==> src/design/ipv4rhc_pkg.sv <==
// Shared types, constants and functions for the IPv4 receive header classifier.
// No dependencies.
package ipv4rhc_pkg;

   localparam int QUEUE_DEPTH = 4;

   localparam logic [4:0]  WORD_IDX_MAX   = 5'd31;
   localparam logic [4:0]  HDR_WORDS_MIN  = 5'd10;
   localparam logic [15:0] HDR_BYTES_MIN  = 16'd20;
   localparam logic [3:0]  IP_VERSION     = 4'd4;
   localparam logic [3:0]  IHL_USES_TTL   = 4'd3;

   // header word positions
   localparam logic [4:0] WORD_VER_IHL   = 5'd0;
   localparam logic [4:0] WORD_TOTAL_LEN = 5'd1;
   localparam logic [4:0] WORD_TTL_PROTO = 5'd4;
   localparam logic [4:0] WORD_CHECKSUM  = 5'd5;
   localparam logic [4:0] WORD_SRC_HI    = 5'd6;
   localparam logic [4:0] WORD_SRC_LO    = 5'd7;
   localparam logic [4:0] WORD_DST_HI    = 5'd8;
   localparam logic [4:0] WORD_DST_LO    = 5'd9;

   localparam logic [2:0] VERDICT_LOCAL    = 3'd0;
   localparam logic [2:0] VERDICT_FORWARD  = 3'd1;
   localparam logic [2:0] VERDICT_SHORT    = 3'd2;
   localparam logic [2:0] VERDICT_VERSION  = 3'd3;
   localparam logic [2:0] VERDICT_CHECKSUM = 3'd4;
   localparam logic [2:0] VERDICT_LENGTH   = 3'd5;
   localparam logic [2:0] VERDICT_TTL      = 3'd6;

   localparam logic [2:0] CSR_IF0_ADDR    = 3'd0;
   localparam logic [2:0] CSR_IF0_PREFIX  = 3'd1;
   localparam logic [2:0] CSR_IF0_ADAPTER = 3'd2;
   localparam logic [2:0] CSR_IF1_ADDR    = 3'd3;
   localparam logic [2:0] CSR_IF1_PREFIX  = 3'd4;
   localparam logic [2:0] CSR_IF1_ADAPTER = 3'd5;
   localparam logic [2:0] CSR_IF_ENABLE   = 3'd6;

   localparam logic [5:0] PREFIX_RESET = 6'd24;
   localparam int         CSR_ADDR_W   = 5;

   typedef struct packed {
      logic [15:0] header_word;
      logic        last_word;
      logic [15:0] frame_length;
      logic [3:0]  adapter_id;
   } req_type;

   typedef struct packed {
      logic [2:0]  verdict;
      logic        iface_index;
      logic [7:0]  protocol;
      logic [31:0] source_addr;
      logic [31:0] dest_addr;
      logic [15:0] payload_length;
      logic [7:0]  ttl_out;
      logic [15:0] checksum_out;
   } rsp_type;

   typedef struct packed {
      logic [31:0] if0_addr;
      logic [5:0]  if0_prefix;
      logic [3:0]  if0_adapter;
      logic [31:0] if1_addr;
      logic [5:0]  if1_prefix;
      logic [3:0]  if1_adapter;
      logic [1:0]  if_enable;
   } cfg_type;

   // one finished header, handed from front to back
   typedef struct packed {
      logic [4:0]  word_count;
      logic [16:0] sum_acc;
      logic [7:0]  version_ihl;
      logic [15:0] total_len;
      logic [15:0] ttl_proto;
      logic [15:0] stored_csum;
      logic [31:0] src_addr;
      logic [31:0] dst_addr;
      logic [15:0] frame_length;
      logic [3:0]  adapter_id;
   } pkt_type;

   function automatic logic [16:0] add_carry(input logic [16:0] a, input logic [15:0] b);
      logic [17:0] s0;
      logic [16:0] s1;
      logic [16:0] s2;
      begin
         s0 = {1'b0, a} + {2'b00, b};
         s1 = {1'b0, s0[15:0]} + {15'd0, s0[17:16]};
         s2 = {1'b0, s1[15:0]} + {16'd0, s1[16]};
         return s2;
      end
   endfunction

   function automatic logic [31:0] prefix_mask(input logic [5:0] prefix);
      logic [5:0] p;
      begin
         p = (prefix > 6'd32) ? 6'd32 : prefix;
         if (p == 6'd0) begin
            return 32'd0;
         end
         return 32'hFFFF_FFFF << (6'd32 - p);
      end
   endfunction

   function automatic logic iface_match(input logic [31:0] addr, input logic [5:0] prefix,
                                        input logic [3:0] adapter, input logic enabled,
                                        input logic [3:0] adp, input logic [31:0] dst);
      logic [31:0] m;
      begin
         m = prefix_mask(prefix);
         if (!enabled || adapter != adp) begin
            return 1'b0;
         end
         return (dst == addr) || (((dst & m) == (addr & m)) && ((dst | m) == 32'hFFFF_FFFF));
      end
   endfunction

endpackage

==> src/design/ipv4_receive_header_classifier.sv <==
// IPv4 receive header classifier: one header word per cycle while req_full is low.
// One result per last word, via the header queue, back-end s1 and output registers.
// The back end retires one header per cycle unless a result waits unpopped.
// req_full rises only when the header queue between front and back end is full.
// Reset is synchronous: clears packet state and queues, interface registers to defaults.
// Depends on ipv4rhc_pkg, ipv4rhc_fifo, ipv4rhc_front, ipv4rhc_back.
module ipv4_receive_header_classifier #(
   parameter int QueueDepth = ipv4rhc_pkg::QUEUE_DEPTH
) (
   input  logic                                  clock,
   input  logic                                  reset,
   input  logic                                  req_push,
   output logic                                  req_full,
   input  ipv4rhc_pkg::req_type                  req_data,
   output logic                                  rsp_empty,
   input  logic                                  rsp_pop,
   output ipv4rhc_pkg::rsp_type                  rsp_data,
   input  logic                                  csr_psel,
   input  logic                                  csr_penable,
   input  logic                                  csr_pwrite,
   input  logic [ipv4rhc_pkg::CSR_ADDR_W-1:0]    csr_paddr,
   input  logic [31:0]                           csr_pwdata,
   output logic [31:0]                           csr_prdata,
   output logic                                  csr_pready
);
   ipv4rhc_pkg::cfg_type cfg_ff, cfg_in;
   ipv4rhc_pkg::pkt_type push_pkt, head_pkt;
   logic       accept, pkt_push, pkt_pop, q_full, q_empty, rsp_valid;
   logic       csr_wr;
   logic [2:0] csr_idx;

   assign csr_pready = 1'b1;
   assign csr_wr     = csr_psel && csr_penable && csr_pwrite;
   assign csr_idx    = csr_paddr[4:2];

   always_comb begin
      cfg_in = cfg_ff;
      if (csr_wr) begin
         case (csr_idx)
            ipv4rhc_pkg::CSR_IF0_ADDR:    cfg_in.if0_addr    = csr_pwdata;
            ipv4rhc_pkg::CSR_IF0_PREFIX:  cfg_in.if0_prefix  = csr_pwdata[5:0];
            ipv4rhc_pkg::CSR_IF0_ADAPTER: cfg_in.if0_adapter = csr_pwdata[3:0];
            ipv4rhc_pkg::CSR_IF1_ADDR:    cfg_in.if1_addr    = csr_pwdata;
            ipv4rhc_pkg::CSR_IF1_PREFIX:  cfg_in.if1_prefix  = csr_pwdata[5:0];
            ipv4rhc_pkg::CSR_IF1_ADAPTER: cfg_in.if1_adapter = csr_pwdata[3:0];
            ipv4rhc_pkg::CSR_IF_ENABLE:   cfg_in.if_enable   = csr_pwdata[1:0];
            default: ;
         endcase
      end
   end

   always_comb begin
      case (csr_idx)
         ipv4rhc_pkg::CSR_IF0_ADDR:    csr_prdata = cfg_ff.if0_addr;
         ipv4rhc_pkg::CSR_IF0_PREFIX:  csr_prdata = {26'd0, cfg_ff.if0_prefix};
         ipv4rhc_pkg::CSR_IF0_ADAPTER: csr_prdata = {28'd0, cfg_ff.if0_adapter};
         ipv4rhc_pkg::CSR_IF1_ADDR:    csr_prdata = cfg_ff.if1_addr;
         ipv4rhc_pkg::CSR_IF1_PREFIX:  csr_prdata = {26'd0, cfg_ff.if1_prefix};
         ipv4rhc_pkg::CSR_IF1_ADAPTER: csr_prdata = {28'd0, cfg_ff.if1_adapter};
         ipv4rhc_pkg::CSR_IF_ENABLE:   csr_prdata = {30'd0, cfg_ff.if_enable};
         default:                      csr_prdata = 32'd0;
      endcase
   end

   always_ff @(posedge clock) begin
      if (reset) begin
         cfg_ff.if0_addr    <= 32'd0;
         cfg_ff.if0_prefix  <= ipv4rhc_pkg::PREFIX_RESET;
         cfg_ff.if0_adapter <= 4'd0;
         cfg_ff.if1_addr    <= 32'd0;
         cfg_ff.if1_prefix  <= ipv4rhc_pkg::PREFIX_RESET;
         cfg_ff.if1_adapter <= 4'd0;
         cfg_ff.if_enable   <= 2'd0;
      end else begin
         cfg_ff <= cfg_in;
      end
   end

   assign req_full  = q_full;
   assign accept    = req_push && !q_full;
   assign rsp_empty = !rsp_valid;

   ipv4rhc_front u_front (
      .clock    (clock),
      .reset    (reset),
      .accept   (accept),
      .req      (req_data),
      .pkt_push (pkt_push),
      .pkt      (push_pkt)
   );

   ipv4rhc_fifo #(
      .Depth (QueueDepth),
      .Width ($bits(ipv4rhc_pkg::pkt_type))
   ) u_queue (
      .clock (clock),
      .reset (reset),
      .push  (pkt_push),
      .din   (push_pkt),
      .full  (q_full),
      .pop   (pkt_pop),
      .dout  (head_pkt),
      .empty (q_empty)
   );

   ipv4rhc_back u_back (
      .clock     (clock),
      .reset     (reset),
      .cfg       (cfg_ff),
      .pkt_avail (!q_empty),
      .pkt       (head_pkt),
      .pkt_pop   (pkt_pop),
      .rsp_valid (rsp_valid),
      .rsp_pop   (rsp_pop),
      .rsp       (rsp_data)
   );

endmodule

==> src/design/ipv4rhc_fifo.sv <==
// Small flop-based queue holding finished headers between front and back.
// Generic; no package dependency.
module ipv4rhc_fifo #(
   parameter int Depth = 4,
   parameter int Width = 8
) (
   input  logic             clock,
   input  logic             reset,
   input  logic             push,
   input  logic [Width-1:0] din,
   output logic             full,
   input  logic             pop,
   output logic [Width-1:0] dout,
   output logic             empty
);
   localparam int PtrW = (Depth > 1) ? $clog2(Depth) : 1;
   localparam int CntW = $clog2(Depth + 1);

   logic [Width-1:0] mem_ff [Depth];
   logic [PtrW-1:0]  wr_ptr_ff, wr_ptr_in;
   logic [PtrW-1:0]  rd_ptr_ff, rd_ptr_in;
   logic [CntW-1:0]  count_ff, count_in;
   logic             do_push, do_pop;

   assign full    = (count_ff == CntW'(Depth));
   assign empty   = (count_ff == '0);
   assign do_push = push && !full;
   assign do_pop  = pop && !empty;
   assign dout    = mem_ff[rd_ptr_ff];

   always_comb begin
      wr_ptr_in = wr_ptr_ff;
      rd_ptr_in = rd_ptr_ff;
      count_in  = count_ff;
      if (do_push) begin
         wr_ptr_in = (wr_ptr_ff == PtrW'(Depth - 1)) ? '0 : wr_ptr_ff + 1'b1;
      end
      if (do_pop) begin
         rd_ptr_in = (rd_ptr_ff == PtrW'(Depth - 1)) ? '0 : rd_ptr_ff + 1'b1;
      end
      if (do_push && !do_pop) begin
         count_in = count_ff + 1'b1;
      end else if (do_pop && !do_push) begin
         count_in = count_ff - 1'b1;
      end
   end

   always_ff @(posedge clock) begin
      if (reset) begin
         wr_ptr_ff <= '0;
         rd_ptr_ff <= '0;
         count_ff  <= '0;
      end else begin
         wr_ptr_ff <= wr_ptr_in;
         rd_ptr_ff <= rd_ptr_in;
         count_ff  <= count_in;
      end
   end

   always_ff @(posedge clock) begin
      if (do_push) begin
         mem_ff[wr_ptr_ff] <= din;
      end
   end

endmodule

==> src/design/ipv4rhc_front.sv <==
// Front end: takes header words, folds the checksum sum and captures fields.
// Depends on ipv4rhc_pkg.
module ipv4rhc_front (
   input  logic                 clock,
   input  logic                 reset,
   input  logic                 accept,
   input  ipv4rhc_pkg::req_type req,
   output logic                 pkt_push,
   output ipv4rhc_pkg::pkt_type pkt
);
   logic [4:0]  word_idx_ff, word_idx_in;
   logic [16:0] sum_ff, sum_in;
   logic [7:0]  vihl_ff, vihl_in;
   logic [15:0] tlen_ff, tlen_in;
   logic [15:0] ttlp_ff, ttlp_in;
   logic [15:0] csum_ff, csum_in;
   logic [31:0] src_ff, src_in;
   logic [31:0] dst_ff, dst_in;

   logic [4:0]  idx, nsum;
   logic [15:0] w;

   // values after this word is taken
   logic [4:0]  adv_idx;
   logic [16:0] adv_sum;
   logic [7:0]  adv_vihl;
   logic [15:0] adv_tlen, adv_ttlp, adv_csum;
   logic [31:0] adv_src, adv_dst;

   always_comb begin
      idx      = word_idx_ff;
      w        = req.header_word;
      adv_vihl = (idx == ipv4rhc_pkg::WORD_VER_IHL) ? w[15:8] : vihl_ff;
      nsum     = {adv_vihl[3:0], 1'b0};
      adv_tlen = tlen_ff;
      adv_ttlp = ttlp_ff;
      adv_csum = csum_ff;
      adv_src  = src_ff;
      adv_dst  = dst_ff;
      case (idx)
         ipv4rhc_pkg::WORD_TOTAL_LEN: adv_tlen = w;
         ipv4rhc_pkg::WORD_TTL_PROTO: adv_ttlp = w;
         ipv4rhc_pkg::WORD_CHECKSUM:  adv_csum = w;
         ipv4rhc_pkg::WORD_SRC_HI:    adv_src  = {w, src_ff[15:0]};
         ipv4rhc_pkg::WORD_SRC_LO:    adv_src  = {src_ff[31:16], w};
         ipv4rhc_pkg::WORD_DST_HI:    adv_dst  = {w, dst_ff[15:0]};
         ipv4rhc_pkg::WORD_DST_LO:    adv_dst  = {dst_ff[31:16], w};
         default: ;
      endcase
      if (idx < nsum && idx != ipv4rhc_pkg::WORD_TTL_PROTO
          && idx != ipv4rhc_pkg::WORD_CHECKSUM) begin
         adv_sum = ipv4rhc_pkg::add_carry(sum_ff, w);
      end else begin
         adv_sum = sum_ff;
      end
      adv_idx = (idx < ipv4rhc_pkg::WORD_IDX_MAX) ? idx + 5'd1 : idx;
   end

   always_comb begin
      pkt_push = accept && req.last_word;
      pkt.word_count   = adv_idx;
      pkt.sum_acc      = adv_sum;
      pkt.version_ihl  = adv_vihl;
      pkt.total_len    = adv_tlen;
      pkt.ttl_proto    = adv_ttlp;
      pkt.stored_csum  = adv_csum;
      pkt.src_addr     = adv_src;
      pkt.dst_addr     = adv_dst;
      pkt.frame_length = req.frame_length;
      pkt.adapter_id   = req.adapter_id;
   end

   always_comb begin
      word_idx_in = word_idx_ff;
      sum_in      = sum_ff;
      vihl_in     = vihl_ff;
      tlen_in     = tlen_ff;
      ttlp_in     = ttlp_ff;
      csum_in     = csum_ff;
      src_in      = src_ff;
      dst_in      = dst_ff;
      if (accept) begin
         if (req.last_word) begin
            word_idx_in = '0;
            sum_in      = '0;
            vihl_in     = '0;
            tlen_in     = '0;
            ttlp_in     = '0;
            csum_in     = '0;
            src_in      = '0;
            dst_in      = '0;
         end else begin
            word_idx_in = adv_idx;
            sum_in      = adv_sum;
            vihl_in     = adv_vihl;
            tlen_in     = adv_tlen;
            ttlp_in     = adv_ttlp;
            csum_in     = adv_csum;
            src_in      = adv_src;
            dst_in      = adv_dst;
         end
      end
   end

   always_ff @(posedge clock) begin
      if (reset) begin
         word_idx_ff <= '0;
         sum_ff      <= '0;
         vihl_ff     <= '0;
         tlen_ff     <= '0;
         ttlp_ff     <= '0;
         csum_ff     <= '0;
         src_ff      <= '0;
         dst_ff      <= '0;
      end else begin
         word_idx_ff <= word_idx_in;
         sum_ff      <= sum_in;
         vihl_ff     <= vihl_in;
         tlen_ff     <= tlen_in;
         ttlp_ff     <= ttlp_in;
         csum_ff     <= csum_in;
         src_ff      <= src_in;
         dst_ff      <= dst_in;
      end
   end

endmodule

==> src/design/ipv4rhc_back.sv <==
// Back end: checks a finished header and builds the verdict, two stages.
// Depends on ipv4rhc_pkg.
module ipv4rhc_back (
   input  logic                 clock,
   input  logic                 reset,
   input  ipv4rhc_pkg::cfg_type cfg,
   input  logic                 pkt_avail,
   input  ipv4rhc_pkg::pkt_type pkt,
   output logic                 pkt_pop,
   output logic                 rsp_valid,
   input  logic                 rsp_pop,
   output ipv4rhc_pkg::rsp_type rsp
);
   typedef struct packed {
      logic        short_hdr;
      logic        bad_version;
      logic        bad_csum;
      logic        bad_length;
      logic        match0;
      logic        match1;
      logic        ttl_zero;
      logic [7:0]  protocol;
      logic [31:0] src_addr;
      logic [31:0] dst_addr;
      logic [15:0] payload_length;
      logic [7:0]  ttl;
      logic [15:0] stored_csum;
      logic [15:0] fwd_csum;
   } chk_type;

   logic    s1_valid_ff, s1_valid_in;
   chk_type s1_ff, s1_in;
   logic    out_valid_ff, out_valid_in;
   ipv4rhc_pkg::rsp_type out_ff, out_in;
   logic    out_load, s1_load;

   logic        use_ttl;
   logic [16:0] rx_sum, fwd_sum;
   logic [7:0]  ttl_dec;

   assign out_load     = !out_valid_ff || rsp_pop;
   assign s1_load      = !s1_valid_ff || out_load;
   assign pkt_pop      = s1_load && pkt_avail;
   assign s1_valid_in  = s1_load ? pkt_avail : s1_valid_ff;
   assign out_valid_in = out_load ? s1_valid_ff : out_valid_ff;
   assign rsp_valid    = out_valid_ff;
   assign rsp          = out_ff;

   always_comb begin
      use_ttl = (pkt.version_ihl[3:0] >= ipv4rhc_pkg::IHL_USES_TTL);
      ttl_dec = pkt.ttl_proto[15:8] - 8'd1;
      rx_sum  = use_ttl ? ipv4rhc_pkg::add_carry(pkt.sum_acc, pkt.ttl_proto) : pkt.sum_acc;
      fwd_sum = use_ttl ? ipv4rhc_pkg::add_carry(pkt.sum_acc, {ttl_dec, pkt.ttl_proto[7:0]})
                        : pkt.sum_acc;
      s1_in.short_hdr   = (pkt.frame_length < ipv4rhc_pkg::HDR_BYTES_MIN)
                          || (pkt.word_count < ipv4rhc_pkg::HDR_WORDS_MIN);
      s1_in.bad_version = (pkt.version_ihl[7:4] != ipv4rhc_pkg::IP_VERSION);
      s1_in.bad_csum    = (~rx_sum[15:0] != pkt.stored_csum);
      s1_in.bad_length  = (pkt.total_len > pkt.frame_length);
      s1_in.match0      = ipv4rhc_pkg::iface_match(cfg.if0_addr, cfg.if0_prefix,
                             cfg.if0_adapter, cfg.if_enable[0], pkt.adapter_id, pkt.dst_addr);
      s1_in.match1      = ipv4rhc_pkg::iface_match(cfg.if1_addr, cfg.if1_prefix,
                             cfg.if1_adapter, cfg.if_enable[1], pkt.adapter_id, pkt.dst_addr);
      s1_in.ttl_zero    = (pkt.ttl_proto[15:8] == 8'd0);
      s1_in.protocol    = pkt.ttl_proto[7:0];
      s1_in.src_addr    = pkt.src_addr;
      s1_in.dst_addr    = pkt.dst_addr;
      s1_in.payload_length = (pkt.total_len >= ipv4rhc_pkg::HDR_BYTES_MIN)
                             ? pkt.total_len - ipv4rhc_pkg::HDR_BYTES_MIN : 16'd0;
      s1_in.ttl         = pkt.ttl_proto[15:8];
      s1_in.stored_csum = pkt.stored_csum;
      s1_in.fwd_csum    = ~fwd_sum[15:0];
   end

   always_comb begin
      out_in.iface_index    = 1'b0;
      out_in.protocol       = s1_ff.protocol;
      out_in.source_addr    = s1_ff.src_addr;
      out_in.dest_addr      = s1_ff.dst_addr;
      out_in.payload_length = s1_ff.payload_length;
      out_in.ttl_out        = s1_ff.ttl;
      out_in.checksum_out   = s1_ff.stored_csum;
      if (s1_ff.short_hdr) begin
         out_in.verdict = ipv4rhc_pkg::VERDICT_SHORT;
      end else if (s1_ff.bad_version) begin
         out_in.verdict = ipv4rhc_pkg::VERDICT_VERSION;
      end else if (s1_ff.bad_csum) begin
         out_in.verdict = ipv4rhc_pkg::VERDICT_CHECKSUM;
      end else if (s1_ff.bad_length) begin
         out_in.verdict = ipv4rhc_pkg::VERDICT_LENGTH;
      end else if (s1_ff.match0) begin
         out_in.verdict = ipv4rhc_pkg::VERDICT_LOCAL;
      end else if (s1_ff.match1) begin
         out_in.verdict     = ipv4rhc_pkg::VERDICT_LOCAL;
         out_in.iface_index = 1'b1;
      end else if (s1_ff.ttl_zero) begin
         out_in.verdict = ipv4rhc_pkg::VERDICT_TTL;
      end else begin
         out_in.verdict      = ipv4rhc_pkg::VERDICT_FORWARD;
         out_in.ttl_out      = s1_ff.ttl - 8'd1;
         out_in.checksum_out = s1_ff.fwd_csum;
      end
   end

   always_ff @(posedge clock) begin
      if (reset) begin
         s1_valid_ff  <= 1'b0;
         out_valid_ff <= 1'b0;
      end else begin
         s1_valid_ff  <= s1_valid_in;
         out_valid_ff <= out_valid_in;
      end
   end

   always_ff @(posedge clock) begin
      if (s1_load) begin
         s1_ff <= s1_in;
      end
      if (out_load) begin
         out_ff <= out_in;
      end
   end

endmodule

==> config.mk <==
export PLATFORM = sky130hd
export DESIGN_NAME = ipv4_receive_header_classifier
export DESIGN_NICKNAME = d
export VERILOG_FILES = /design/src/design/ipv4rhc_pkg.sv /design/src/design/ipv4_receive_header_classifier.sv /design/src/design/ipv4rhc_fifo.sv /design/src/design/ipv4rhc_front.sv /design/src/design/ipv4rhc_back.sv
export SDC_FILE = /design/constraint.sdc
export NUM_CORES = 2
export LEC_CHECK = 0
export ABC_AREA = 1
export BUFFER_PORTS_ARGS = -buffer_cell sky130_fd_sc_hd__buf_2
export CAP_MARGIN = 20
export CORE_UTILIZATION = 45
export CTS_BUF_LIST = sky130_fd_sc_hd__clkbuf_8
export DETAILED_ROUTE_END_ITERATION = 10
export SLEW_MARGIN = 0
export SYNTH_ARGS = -nofsm -noshare
export SYNTH_HDL_FRONTEND = slang
export SYNTH_SLANG_ARGS = --single-unit
==> constraint.sdc <==
create_clock -name clock -period 8.5 [get_ports clock]
set_clock_uncertainty 0.2 [all_clocks]
set_input_delay 0.425 -clock clock [delete_from_list [all_inputs] [get_ports clock]]
set_output_delay 0.425 -clock clock [all_outputs]
set_load 0.01 [all_outputs]
Word-level counts from Yosys, hierarchy flattened
Memory sizes are Yosys's and may differ from the RTL's. A register that Yosys moved wholly into a read port is not among the register bits.
Index checks and enable logic that the tools add are counted.
{"block": "word_totals", "ram_bits": 648, "output_inout_bits": 151, "ff_bits": 488, "wordCells": 209, "memories": 1, "romBits": 0, "in_bits": 81, "latch_bits": 0}
{"name": "u_queue.mem_ff", "depth": 4, "word_bits": 162, "rd": 1, "rd_clocked_by_memory_dff": 1, "wr": 1, "line": "ipv4rhc_fifo.sv:19", "rtl": "logic [Width-1:0] mem_ff [Depth];"}
{"block": "op_classes", "n_addsub": 19, "shift": 2, "muxes": 55, "magnitude_cmp": 9, "mul": 0, "div": 0, "bitwise": 8, "n_eq_ne": 28, "reduce_logical": 44}
{"op": "32-bit case mux with 7 select lines", "n": 1}
{"op": "32-bit 2-to-1 mux", "n": 6}
{"op": "24-bit 2-to-1 mux", "n": 7}
{"op": "32-bit bitwise AND", "n": 4}
{"op": "32-bit equality test", "n": 4}
{"op": "16-bit 2-to-1 mux", "n": 8}
{"op": "32-bit case mux with 2 select lines", "n": 2}
{"op": "32-bit equality test (second input constant)", "n": 2}
{"op": "32-bit OR", "n": 2}
{"op": "32-bit by 6-bit << shifter with 32-bit output (first input constant)", "n": 2}
{"op": "17-bit by 16-bit adder with 18-bit output", "n": 3}
{"op": "16-bit by 2-bit adder with 17-bit output", "n": 3}
{"op": "17-bit 2-to-1 mux", "n": 2}
{"op": "16-bit by 1-bit adder with 16-bit output", "n": 2}
{"op": "16-bit NOT", "n": 2}
{"op": "3-bit 2-to-1 mux", "n": 7}
{"op": "5-bit by 3-bit equality test with 1-bit output (second input constant)", "n": 4}
{"op": "16-bit by 1-bit adder with 17-bit output", "n": 1}
{"op": "16-bit by 5-bit >= comparator with 1-bit output (second input constant)", "n": 1}
{"op": "16-bit greater-than comparator", "n": 1}
{"op": "16-bit by 5-bit less-than comparator with 1-bit output (second input constant)", "n": 1}
{"op": "8-bit 2-to-1 mux", "n": 2}
{"op": "16-bit inequality test", "n": 1}
{"op": "16-bit by 5-bit subtractor with 16-bit output (second input constant)", "n": 1}
{"op": "35 further kinds", "n": 96}

Depth between registers and ports, before layout
{"block": "logic_depth", "word_depth": 10, "mapped_depth": 56, "depth_no_buf": 50}

Hierarchy
Synthesis repeated with hierarchy kept, for this count alone.
{"block": "unflattened", "hier_cells": 5370, "area_unflattened_um2": 52626.7}
{"mod": "ipv4rhc_fifo", "area_per_inst_um2": 24598.6, "cells_per_inst": 1637, "n_inst": 1, "seq_area_each_um2": 19638.8}
{"mod": "ipv4rhc_back", "area_per_inst_um2": 15274.6, "cells_per_inst": 1714, "n_inst": 1, "seq_area_each_um2": 7577.3}
{"mod": "ipv4rhc_front", "area_per_inst_um2": 8552.0, "cells_per_inst": 1339, "n_inst": 1, "seq_area_each_um2": 2842.7}
{"mod": "ipv4_receive_header_classifier", "area_per_inst_um2": 4201.5, "cells_per_inst": 680, "n_inst": 1, "seq_area_each_um2": 1721.7}

Worst setup path before layout
No wires, ideal clock.
{"block": "synth_timing", "kind": "register to register", "start": "register u_queue.count_ff[0]", "end": "memory u_queue.mem_ff[0][0] in the netlist's numbering (enable)", "slack_ps": -15, "synth_period_minus_slack_ps": 8515, "path_stages_with_launch": 7, "arrival_ps": 7631, "setup_time_ps": 684, "required_ps": 7616, "n_path_buf": 0, "path_cell_list": "dfxtp_1 nor3_1 nor2_1 inv_2 nor2_1 inv_1 nor2_1"}
{"block": "synth_via", "elab_chain_len": 7}
{"element": "from (decl)", "line": "ipv4rhc_fifo.sv:22", "rtl": "logic [CntW-1:0] count_ff, count_in;"}
{"element": "from (signal assigned)", "line": "ipv4rhc_fifo.sv:56", "rtl": "count_ff <= count_in;"}
{"element": "3-bit equality test (*)", "line": "ipv4rhc_fifo.sv:25", "rtl": "assign full = (count_ff == CntW'(Depth));"}
{"element": "via req_full", "line": "ipv4_receive_header_classifier.sv:13", "rtl": "output logic req_full,"}
{"element": "1-bit logical NOT (*)", "line": "ipv4_receive_header_classifier.sv:80, ipv4rhc_fifo.sv:27"}
{"element": "1-bit logical AND", "line": "ipv4_receive_header_classifier.sv:80", "rtl": "assign accept = req_push && !q_full;"}
{"element": "1-bit logical AND", "line": "ipv4rhc_front.sv:60", "rtl": "pkt_push = accept && req.last_word;"}
{"element": "1-bit logical AND (*)", "line": "ipv4rhc_fifo.sv:27", "rtl": "assign do_push = push && !full;"}
{"element": "via u_queue.do_push", "line": "ipv4rhc_fifo.sv:23", "rtl": "logic do_push, do_pop;"}
{"element": "1-bit 2-to-1 mux (*)", "line": "ipv4rhc_fifo.sv:61", "rtl": "if (do_push) begin"}
{"element": "1-bit 2-to-1 mux (implied by the code) (*)", "line": "ipv4rhc_fifo.sv:62", "rtl": "mem_ff[wr_ptr_ff] <= din;"}
{"element": "to (decl)", "line": "ipv4rhc_fifo.sv:19"}
The timed path passes the listed nets; every way through them passes the cells marked *.

==> flow_summary.html <==
<table>
<tr><th>Metric</th><th>Value</th></tr>
<tr><th colspan="2">Pwr</th></tr>
<tr><td>Relative contribution of sequential cells to total power</td><td>0.362</td></tr>
<tr><td>Leakage</td><td>0.0225 µW</td></tr>
<tr><td>Cell internal power dissipation</td><td>11,800 µW</td></tr>
<tr><td>Portion of total power attributed to combinational logic</td><td>0.420</td></tr>
<tr><td>Sw frac</td><td>0.421</td></tr>
<tr><td>Power per cell area</td><td>355 nW/µm²</td></tr>
<tr><td>Maximum resistive drop on vdd</td><td>0.000211 V</td></tr>
<tr><td>Portion of total power attributed to the clock network</td><td>0.218</td></tr>
<tr><td>Switching Power</td><td>8580 µW</td></tr>
<tr><th colspan="2">Clock tree</th></tr>
<tr><td>Number of buffers inserted during clock tree synthesis</td><td>179</td></tr>
<tr><td>Max Buffers Root-to-Sink</td><td>3</td></tr>
<tr><td>Sink Count</td><td>1,134</td></tr>
<tr><td>Clock Tree Root</td><td>clkbuf_8</td></tr>
<tr><td>Clock latency on the worst-skew pair</td><td>0.87 ns</td></tr>
<tr><td>Clk pin slew, worst setup/hold paths</td><td>0.06 ns</td></tr>
<tr><td>Clock H-tree levels</td><td>4</td></tr>
<tr><td>Clock tree from TritonCTS</td><td>built</td></tr>
<tr><th colspan="2">Worst setup path</th></tr>
<tr><td>Worst path max stage delay</td><td>0.48 ns</td></tr>
<tr><td>Buffers and inverters on the worst path</td><td>3</td></tr>
<tr><td>Top cell family by delay on the critical path</td><td>simple AND/OR/NAND/NOR gates</td></tr>
<tr><td>Worst setup EP type</td><td>flop</td></tr>
<tr><td>Worst Path Class, Setup</td><td>flop to flop</td></tr>
<tr><td>Crit path arrival time</td><td>8.03 ns</td></tr>
<tr><td>CP Max Fanout</td><td>95</td></tr>
<tr><td>Worst reg-to-reg setup slack</td><td>0.85 ns</td></tr>
<tr><td>Startpoint type of the worst setup path</td><td>flop</td></tr>
<tr><td>Cell repeated most along the worst path</td><td>nand2_1</td></tr>
<tr><td>Req. time, crit path</td><td>8.88 ns</td></tr>
<tr><td>Slowest CP cell</td><td>dfxtp_4</td></tr>
<tr><th colspan="2">Floorplanning</th></tr>
<tr><td>Initial core utilization</td><td>0.456</td></tr>
<tr><td>Count of standard-cell rows</td><td>122</td></tr>
<tr><td>Horizontal die dimension</td><td>337 µm</td></tr>
<tr><td>Overall die height</td><td>337 µm</td></tr>
<tr><td>Floorplan Core Area</td><td>111,000 µm²</td></tr>
<tr><td>Overall die area</td><td>114,000 µm²</td></tr>
<tr><td>Top-level I/O count</td><td>232</td></tr>
<tr><th colspan="2">Routing</th></tr>
<tr><td>Detailed-route vias per instance</td><td>5.38</td></tr>
<tr><td>Number of nets still failing antenna checks after routing</td><td>0</td></tr>
<tr><td>Overall via count from detail_route</td><td>37,800</td></tr>
<tr><td>First-pass iteration count of the detailed router</td><td>6</td></tr>
<tr><td>Wire length reported by the detailed router</td><td>148,000 µm</td></tr>
<tr><td>WL/cell</td><td>21.0 µm</td></tr>
<tr><td>DRT iter0 DRCs</td><td>3,521</td></tr>
<tr><td>Number of DRC violations after detailed routing</td><td>0</td></tr>
<tr><th colspan="2">Finish</th></tr>
<tr><td>Share of cells above drive strength 1</td><td>0.108</td></tr>
<tr><td>Commonest non-fill, non-tap cell in the layout</td><td>nand2_1</td></tr>
<tr><td>Commonest non-fill, non-tap cells in the layout</td><td>nand2_1 (1,278), edfxtp_1 (895), o21ai_0 (462), nor2_1 (444), inv_1 (427)</td></tr>
<tr><td>Nets@finish</td><td>5,558</td></tr>
<tr><td>Area of all placed cells without fillers</td><td>57,500 µm²</td></tr>
<tr><td>Signed area change from the synthesized netlist to the final layout</td><td>13.6%</td></tr>
<tr><td>Non-filler cells, final</td><td>7,026</td></tr>
<tr><th colspan="2">Status</th></tr>
<tr><td>Run status</td><td>completed</td></tr>
<tr><th colspan="2">Logic synthesis</th></tr>
<tr><td>Fraction of the yosys area taken by sequential cells</td><td>0.625</td></tr>
<tr><td>Yosys synthesis warning count</td><td>0</td></tr>
<tr><td>Most instantiated flip-flop cell in the synthesis netlist</td><td>edfxtp_1</td></tr>
<tr><td>Count of flip-flops with a built-in enable after synthesis</td><td>895</td></tr>
<tr><td>Gate count after technology mapping</td><td>5,064</td></tr>
<tr><td>Total nets after synthesis</td><td>5,245</td></tr>
<tr><td>Netlist Area Pre-Place</td><td>50,600 µm²</td></tr>
<tr><td>Fraction of registers with async set or reset after synthesis</td><td>0</td></tr>
<tr><td>Flops &amp; latches, synth</td><td>1,134</td></tr>
<tr><td>Post-Synthesis Mean Instance Area</td><td>10.0 µm²</td></tr>
<tr><td>Distinct cells, synth</td><td>70</td></tr>
<tr><th colspan="2">Timing</th></tr>
<tr><td>Max Freq</td><td>131 MHz</td></tr>
<tr><td>WHS</td><td>0.129 ns</td></tr>
<tr><td>Period Utilization, post-route</td><td>0.900</td></tr>
<tr><td>Worst Max-Slew Pin Slew</td><td>1.19 ns</td></tr>
<tr><td>Worst path setup slack after routing</td><td>0.846 ns</td></tr>
<tr><td>RSZ-0062 raised after global routing</td><td>no</td></tr>
<tr><td>Headroom to the max-slew limit</td><td>0.200</td></tr>
<tr><td>Max-slew violation total from the final report</td><td>0</td></tr>
<tr><td>Period minus WS final</td><td>7.65 ns</td></tr>
<tr><td>Setup-failing EPs final</td><td>0</td></tr>
<tr><td>Final hold violations</td><td>0</td></tr>
<tr><th colspan="2">Global route</th></tr>
<tr><td>Maximum number of pins on one net before global-route repair</td><td>133</td></tr>
<tr><td>Overall overflow remaining after global route</td><td>0</td></tr>
<tr><td>Global-route wire length before repair</td><td>216,000 µm</td></tr>
<tr><td>GRT Overall Usage</td><td>0.255</td></tr>
<tr><td>Antenna violations before repair</td><td>10</td></tr>
<tr><td>Vias in the first global route</td><td>34,600</td></tr>
<tr><th colspan="2">Place</th></tr>
<tr><td>Final weighted congestion of routability-driven global placement</td><td>0.949</td></tr>
<tr><td>Port Buf Inserts</td><td>228</td></tr>
<tr><td>Placed wire-length estimate after detailed placement</td><td>97,300 µm</td></tr>
<tr><td>Cell total after placement</td><td>6,620</td></tr>
<tr><td>Placed inst area</td><td>53,300 µm²</td></tr>
<tr><td>Worst slack after detailed placement</td><td>0.855 ns</td></tr>
<tr><th colspan="2">Job</th></tr>
<tr><td>Max_cap viols</td><td>0</td></tr>
<tr><th colspan="2">Hold path</th></tr>
<tr><td>Class of the tightest hold or removal check</td><td>primary input to flop</td></tr>
</table>
## layer usage
| metal | vias to the layer above | share of wire | global-route usage |
|---|---|---|---|
| li1 | 18200 | - | - |
| met1 | 18100 | 0.46 | 0.372 |
| met5 | - | 0 | 0 |
| met4 | 0 | 0.022 | 0.0737 |
| met2 | 1316 | 0.45 | 0.392 |
| met3 | 190 | 0.069 | 0.0415 |
## power by group through the flow
| stage | Clock, µW | Combinational [µW] | Sequential [µW] |
|---|---|---|---|
| 2_1_floorplan | 0 | 5450 | 7570 |
| 3_3_place_gp | 0 | 8370 | 7480 |
| 3_5_place_dp | 0 | 8420 | 7490 |
| 4_1_cts | 4550 | 8480 | 7380 |
| 5_1_grt | 4780 | 9500 | 7450 |
| 6_report | 4450 | 8560 | 7380 |
## synth_stat cells, drive strengths merged, types with 29 or more instances
cell / count / share of area
a32oi: 29 / 0.0050
xor2: 107 / 0.019
clkbuf: 139 / 0.010
nor3: 46 / 0.0046
inv: 364 / 0.027
nand4: 46 / 0.0057
dfxtp: 239 / 0.094
o22ai: 82 / 0.010
nor2: 469 / 0.036
edfxtp: 895 / 0.53
nand3: 230 / 0.023
o21ai: 467 / 0.046
a21oi: 319 / 0.032
buf: 73 / 0.0069
ha: 94 / 0.023
nand2: 1289 / 0.096
## final cells by class
cell class | count | area (µm²)
clock buffer | 203 | 2790
inverter | 370 | 1400
multi-input combinational | 3348 | 16800
fill | 10100 | 53600
sequential | 1134 | 31700
timing repair buffer | 344 | 2270
clock inverter | 131 | 706
tap | 1488 | 1860
antenna | 8 | 20.0
## logic make-up (layout without fill, tap and decap cells)
group                    Yosys count  after routing  synth area share
XOR/XNOR                         121            121            0.0217
AND/OR/NAND/NOR                 2129           2129             0.173
adder cells (fa/ha/maj)          100            100            0.0256
AO/OA/AOI/OAI                    997            997             0.110
other                              1              9         0.0000741
buffers and inverters            582           1048            0.0446
flip-flops                      1134           1134             0.625
## worst reg2reg max path, delay by kind of cell, from the launching register on
| kind | cells | cell delay (ns) |
|---|---|---|
| AO/OA/AOI/OAI | 8 | 1.66 |
| XOR/XNOR | 1 | 0.30 |
| adder cells (fa/ha/maj) | 5 | 1.28 |
| buffers and inverters | 3 | 0.51 |
| flip-flops | 1 | 0.48 |
| AND/OR/NAND/NOR | 21 | 2.94 |
## flip-flops by register name (all words and copies together) (netlist names), 17 cells and up, named ones only
signal	count
u_queue.mem_ff	644
u_back.rsp	116
u_back.out_in	88
cfg_ff	86
u_back.s1_ff	47
u_front.dst_ff	32
u_front.src_ff	32
u_front.sum_ff	17
## path summary, 6_finish.rpt
check | startpoint | to | cells after the start
max | flop | u_back.s1_ff[12] | 38
min reg2reg | u_back.out_in[62] | u_back.rsp[62] | 0
max reg2reg | flop | u_back.s1_ff[12] | 38
min | reset | u_back.rsp_valid | 3
## metrics by stage
step                power (µW)  setup TNS (ns)  utilization
CTS                      20400               0        0.517
detailed placement       15900               0        0.480
global placement         15900               0        0.480
global route             21700               0        0.517
floorplan                13000           -9.66            -
finish                   20400               0        0.517
## what timing repair did
action / CTS / global route
hold buffers: 62 / 0
endpoints found under the setup margin: 0 / 1
endpoints found under the hold margin: 208 / 0
setup buffers: 0 / 0
resized for setup: 0 / 1
Power figures use the tool's default switching activity.
